### config.mk
export PLATFORM = sky130hd
export DESIGN_NAME = tpd_ctrl
export DESIGN_NICKNAME = d
export VERILOG_FILES = /design/src/design/tpd_pkg.sv /design/src/design/tpd_ctrl.sv
export SDC_FILE = /design/constraint.sdc
export NUM_CORES = 1
export LEC_CHECK = 0
export BUFFER_PORTS_ARGS = -buffer_cell sky130_fd_sc_hd__clkbuf_2
export CAP_MARGIN = 15
export CORE_AREA = 2 2 39 41
export CTS_CLUSTER_SIZE = 16
export DETAILED_ROUTE_END_ITERATION = 7
export DIE_AREA = 0 0 41 43
export PLACE_DENSITY = 0.55
export SLEW_MARGIN = 40
export SYNTH_ARGS = -nofsm -noshare
export SYNTH_HDL_FRONTEND = slang
export SYNTH_SLANG_ARGS = --single-unit
### constraint.sdc
create_clock -name clk -period 1.8 [get_ports clk]
set_clock_uncertainty 0.2 [all_clocks]
set_input_delay 0 -clock clk [delete_from_list [all_inputs] [get_ports clk]]
set_output_delay 0 -clock clk [all_outputs]
set_load 0.03 [all_outputs]
### src/design/tpd_pkg.sv
// ----------------------------------------------------------------------------
// tpd_pkg
// Shared types and constants of the timed point dedup table.
// ----------------------------------------------------------------------------
package tpd_pkg;

	localparam int DEF_MAX_ENTRIES = 64;
	localparam logic [31:0] MIN_CELL = 32'd655;

	localparam logic [1:0] CFG_CLEAR = 2'd0;
	localparam logic [1:0] CFG_HOLD  = 2'd1;
	localparam logic [1:0] CFG_CELL  = 2'd2;
	localparam logic [1:0] CFG_CAP   = 2'd3;

	typedef enum logic [2:0] {
		ST_IDLE,
		ST_DIV_X,
		ST_DIV_Y,
		ST_SCAN_PRE,
		ST_SCAN_POST,
		ST_LIST,
		ST_FLUSH
	} state_t;

	typedef struct packed {
		logic [31:0] cx;
		logic [31:0] cy;
		logic [31:0] px;
		logic [31:0] py;
		logic [31:0] pz;
		logic [31:0] stamp;
	} entry_t;

	typedef struct packed {
		logic load;
		logic div_start;
		logic div_y;
		logic scan_start;
		logic scan_list;
		logic evict;
		logic write_hit;
		logic write_free;
		logic flush;
	} cmd_t;

	typedef struct packed {
		logic enabled;
		logic div_done;
		logic scan_done;
		logic hit;
		logic ge_cap;
		logic gt_cap;
		logic cnt_nz;
	} stat_t;

endpackage

### src/design/tpd_ctrl.sv
// ----------------------------------------------------------------------------
// tpd_ctrl
// Controller: sequences division, slot scans, eviction, insertion and listing.
// ----------------------------------------------------------------------------
module tpd_ctrl import tpd_pkg::*; (
	input  logic  clk,
	input  logic  arst_n,
	input  logic  start,
	input  logic  func,
	input  stat_t stat,
	output cmd_t  cmd,
	output logic  busy
);

	state_t state_q, state_d;

	always_ff @(posedge clk or negedge arst_n) begin
		if (!arst_n)
			state_q <= ST_IDLE;
		else
			state_q <= state_d;
	end

	always_comb begin
		state_d = state_q;
		cmd     = '0;
		case (state_q)
			ST_IDLE: begin
				if (start) begin
					cmd.load = 1'b1;
					if (!func) begin
						if (stat.enabled)
							state_d = ST_DIV_X;
					end else if (stat.enabled) begin
						cmd.scan_start = 1'b1;
						cmd.scan_list  = 1'b1;
						state_d        = ST_LIST;
					end else begin
						state_d = ST_FLUSH;
					end
				end
			end
			ST_DIV_X: begin
				cmd.div_start = 1'b1;
				state_d       = ST_DIV_Y;
			end
			ST_DIV_Y: begin
				if (stat.div_done) begin
					cmd.div_start = 1'b1;
					cmd.div_y     = 1'b1;
					state_d       = ST_SCAN_PRE;
				end
			end
			ST_SCAN_PRE: begin
				if (stat.div_done) begin
					cmd.scan_start = 1'b1;
				end else if (stat.scan_done) begin
					if (stat.hit) begin
						cmd.write_hit = 1'b1;
						if (stat.gt_cap) begin
							cmd.scan_start = 1'b1;
							state_d        = ST_SCAN_POST;
						end else begin
							state_d = ST_IDLE;
						end
					end else if (stat.ge_cap && stat.cnt_nz) begin
						cmd.evict      = 1'b1;
						cmd.scan_start = 1'b1;
					end else begin
						cmd.write_free = 1'b1;
						state_d        = ST_IDLE;
					end
				end
			end
			ST_SCAN_POST: begin
				if (stat.scan_done) begin
					if (stat.gt_cap) begin
						cmd.evict      = 1'b1;
						cmd.scan_start = 1'b1;
					end else begin
						state_d = ST_IDLE;
					end
				end
			end
			ST_LIST: begin
				if (stat.scan_done)
					state_d = ST_FLUSH;
			end
			ST_FLUSH: begin
				cmd.flush = 1'b1;
				state_d   = ST_IDLE;
			end
			default: state_d = ST_IDLE;
		endcase
	end

	assign busy = (state_q != ST_IDLE);

endmodule

==> impl_metrics.toml <==
[synthesis]
synth.ff_latch_count = 3
synth_fp_nets = 66
yosysSeqAreaShare_pct = 19.1
ys_types = 27
synth.top_cell.area_share_pct = 19.1
mappedNetlistArea_um2 = 393
synth_area_leaders = "dfrtp_1 19%, o2bb2ai_1 6.7%, nand2_1 5.7%"
netlist.top_cell.by_area = "dfrtp_1"
yosys_warnings = 0
synth.avg_cell_area_um2 = 7.14
synthCells = 55

[drt]
wl_per_cell_um = 12.3
routed_via_density = 4.96
vias = 506
drt-initial-drc-count = 13
drc = 0
ant_nets = 0
firstDrtPassIters = 4
wl_mm = 1.25

[pwr]
p_clk_share_pct = 14.3
power_frac_comb_pct = 66.8
power.share.sequential_pct = 18.9
power_density_nw_per_um2 = 1360
p_leak_uw = 0.000306
ir_worst_vdd_mv = 0.407
p_sw_share_pct = 51.6
p_sw_uw = 428
p_int_uw = 402

[clocking]
cts.clk_slew.worst_paths_ns = 0.04
h-tree-depth = 1
clockBufferDepth = 2
cts_tree = "built"
numCtsBuffers = 3
insertion_delay_ns = 0.23
cts.sinks = 3
cts_root_buffer = "clkbuf_4"

[worst_setup_path]
slowest_delay_ns = 0.46
rrSetupSlack_ns = 0.31
criticalPathCategory = "reg -> out"
start_kind = "register"
crit_family = "simple AND/OR/NAND/NOR gates"
crit_chain = "or3_4, nor2_2, a31oi_1, nand3_1, clkbuf_4"
path_max_fanout = 9
required_ns = 1.60
path_buf_inv = 1
crit_arrival_ns = 1.50
cp_slowest_cell = "dfrtp_1"
crit_path_end_kind = "output pin"

[worst_hold_path]
hold_path_class = "in -> reg"

[placement]
io_buffers = 20
dp_hpwl_um = 897
placed_area_um2 = 513
dp.cells = 91
place.gp.congestion = 0.773

[final_layout]
reg.largest.list = "state_q x3"
fin_area_um2 = 609
drive_gt1_share_pct = 37.2
multi_input_area_um2 = 292
layout.nets = 98
largest_reg_flops = 3
seq_area_um2 = 77.6
fill_cells = 147
stdcell_count = 102
fin_util_pct = 44.0
syn_to_final_growth_pct = 55.1
diodes = 0
top_register = "state_q"

[floorplanning]
coreArea_um2 = 1380
initial_core_util_pct = 28.4
die_height_um = 43
ios = 21
row_count = 14
dieArea_um2 = 1760
die_width_um = 41

[flow_run]
drv_cap = 0

[global_routing]
antenna_found_initial = 0
grt_pass1_wl_mm = 1.77
grt_pass1_vias = 412
gr-total-overflow = 0
grt_max_degree = 10
grt_use_total_pct = 15.0

[timing]
min_period_ns = 1.70
fin_crit_sh_pct = 94.5
worst_pin_slew_ns = 0.276
setup_violations = 0
final-max-slew-violation-count = 0
fmax_mhz = 588
finalHoldViolCount = 0
relSlewSlack_pct = 81.6
rsz0062_at_grt = "false"
tns_ns = 0

[status]
status = "finished clean"
[kinds of logic after synthesis]
logic type	synth area share, %
simple gates	47.8
buf+inv	6.69
flops	19.1
compound gates	23.9
mux	2.55
[synthesized netlist by cell type (all sizes together)]
cell type,instances
and3,3
nor3b,1
nand3,3
nand2,6
o21ai,1
buf,2
a21oi,3
or3b,1
inv,3
a32oi,2
o2bb2ai,3
mux2i,1
a211o,1
or3,1
nand4,2
nor2,6
nor2b,3
o221ai,1
dfrtp,3
a31oi,1
nand2b,2
o22ai,1
nor3,3
nand3b,2
[power groups by stage]
stage	combinational [uW]	clock, uW	sequential (uW)
after detailed placement	515	0	160
after global placement	521	0	162
final	555	119	157
after global routing	603	126	163
after floorplan	413	0	132
after CTS	526	122	160
[worst paths after layout]
check,startpoint,endpoint,depth (start not counted)
min,stat[5],state_q[2],4
max in group asynchronous,arst_n,state_q[1],3
min in group asynchronous,arst_n,state_q[2],3
min reg2reg,state_q[1],state_q[2],1
max,state_q[2],cmd[5],5
max reg2reg,state_q[2],state_q[2],5
[cell usage in the layout, fill, tap and decap left out, drive strengths merged]
| cell | synthesis | final |
|---|---|---|
| a32oi | 2 | 2 |
| dfrtp | 3 | 3 |
| a21oi | 3 | 3 |
| nand2 | 6 | 6 |
| inv | 3 | 3 |
| mux2i | 1 | 1 |
| o2bb2ai | 3 | 3 |
| and3 | 3 | 3 |
| nor3 | 3 | 3 |
| clkbuf | 0 | 25 |
| nor2 | 6 | 6 |
| or3 | 1 | 1 |
| or3b | 1 | 1 |
| a31oi | 1 | 1 |
| nor2b | 3 | 3 |
| nand2b | 2 | 2 |
| buf | 2 | 2 |
| a211o | 1 | 1 |
| o221ai | 1 | 1 |
| nand3b | 2 | 2 |
| dlygate4sd3 | 0 | 6 |
| nand4 | 2 | 2 |
| nor3b | 1 | 1 |
| o21ai | 1 | 1 |
| nand3 | 3 | 3 |
| o22ai | 1 | 1 |
[area by class of cell]
cell class	instances	share of cell area, %
Tap cell	16	3.29
Clock buffer	4	4.31
Inverter	3	1.85
Timing Repair Buffer	29	30.0
Sequential cell	3	12.7
Multi-Input combinational cell	47	47.8
[worst register-to-register path: cells and delay by family, from the launching register on]
kind	cells	cell delay, ns
compound gates	2	0.37
buf+inv	2	0.25
flops	1	0.49
simple gates	1	0.10
[through the flow]
stage | setup slack, ns | hold WS (ns) | power (uW)
2_1_floorplan | 0.0705 | -0.496 | 545
3_3_place_gp | 0.292 | -0.401 | 683
3_5_place_dp | 0.263 | -0.401 | 675
4_1_cts | 0.00901 | 0.00588 | 808
5_1_grt | 0.0194 | 0.0281 | 893
6_report | 0.0988 | 0.0146 | 831
[metal layers]
metal  wire length (um)  up-vias  track usage [%]
met1                526      218             17.5
met4                 19        0             10.0
li1                   -      270                -
met5                  0        -                0
met2                650       16             23.1
met3                 54        2             3.14
[what timing repair did]
item | CTS | global route
hold endpoints to repair | 4 | 0
gates resized for setup | 0 | 4
hold buffers | 6 | 0
endpoints found under the setup margin | 0 | 1
setup buffers | 0 | 1
No activity file was read; power rests on OpenSTA's default activity.
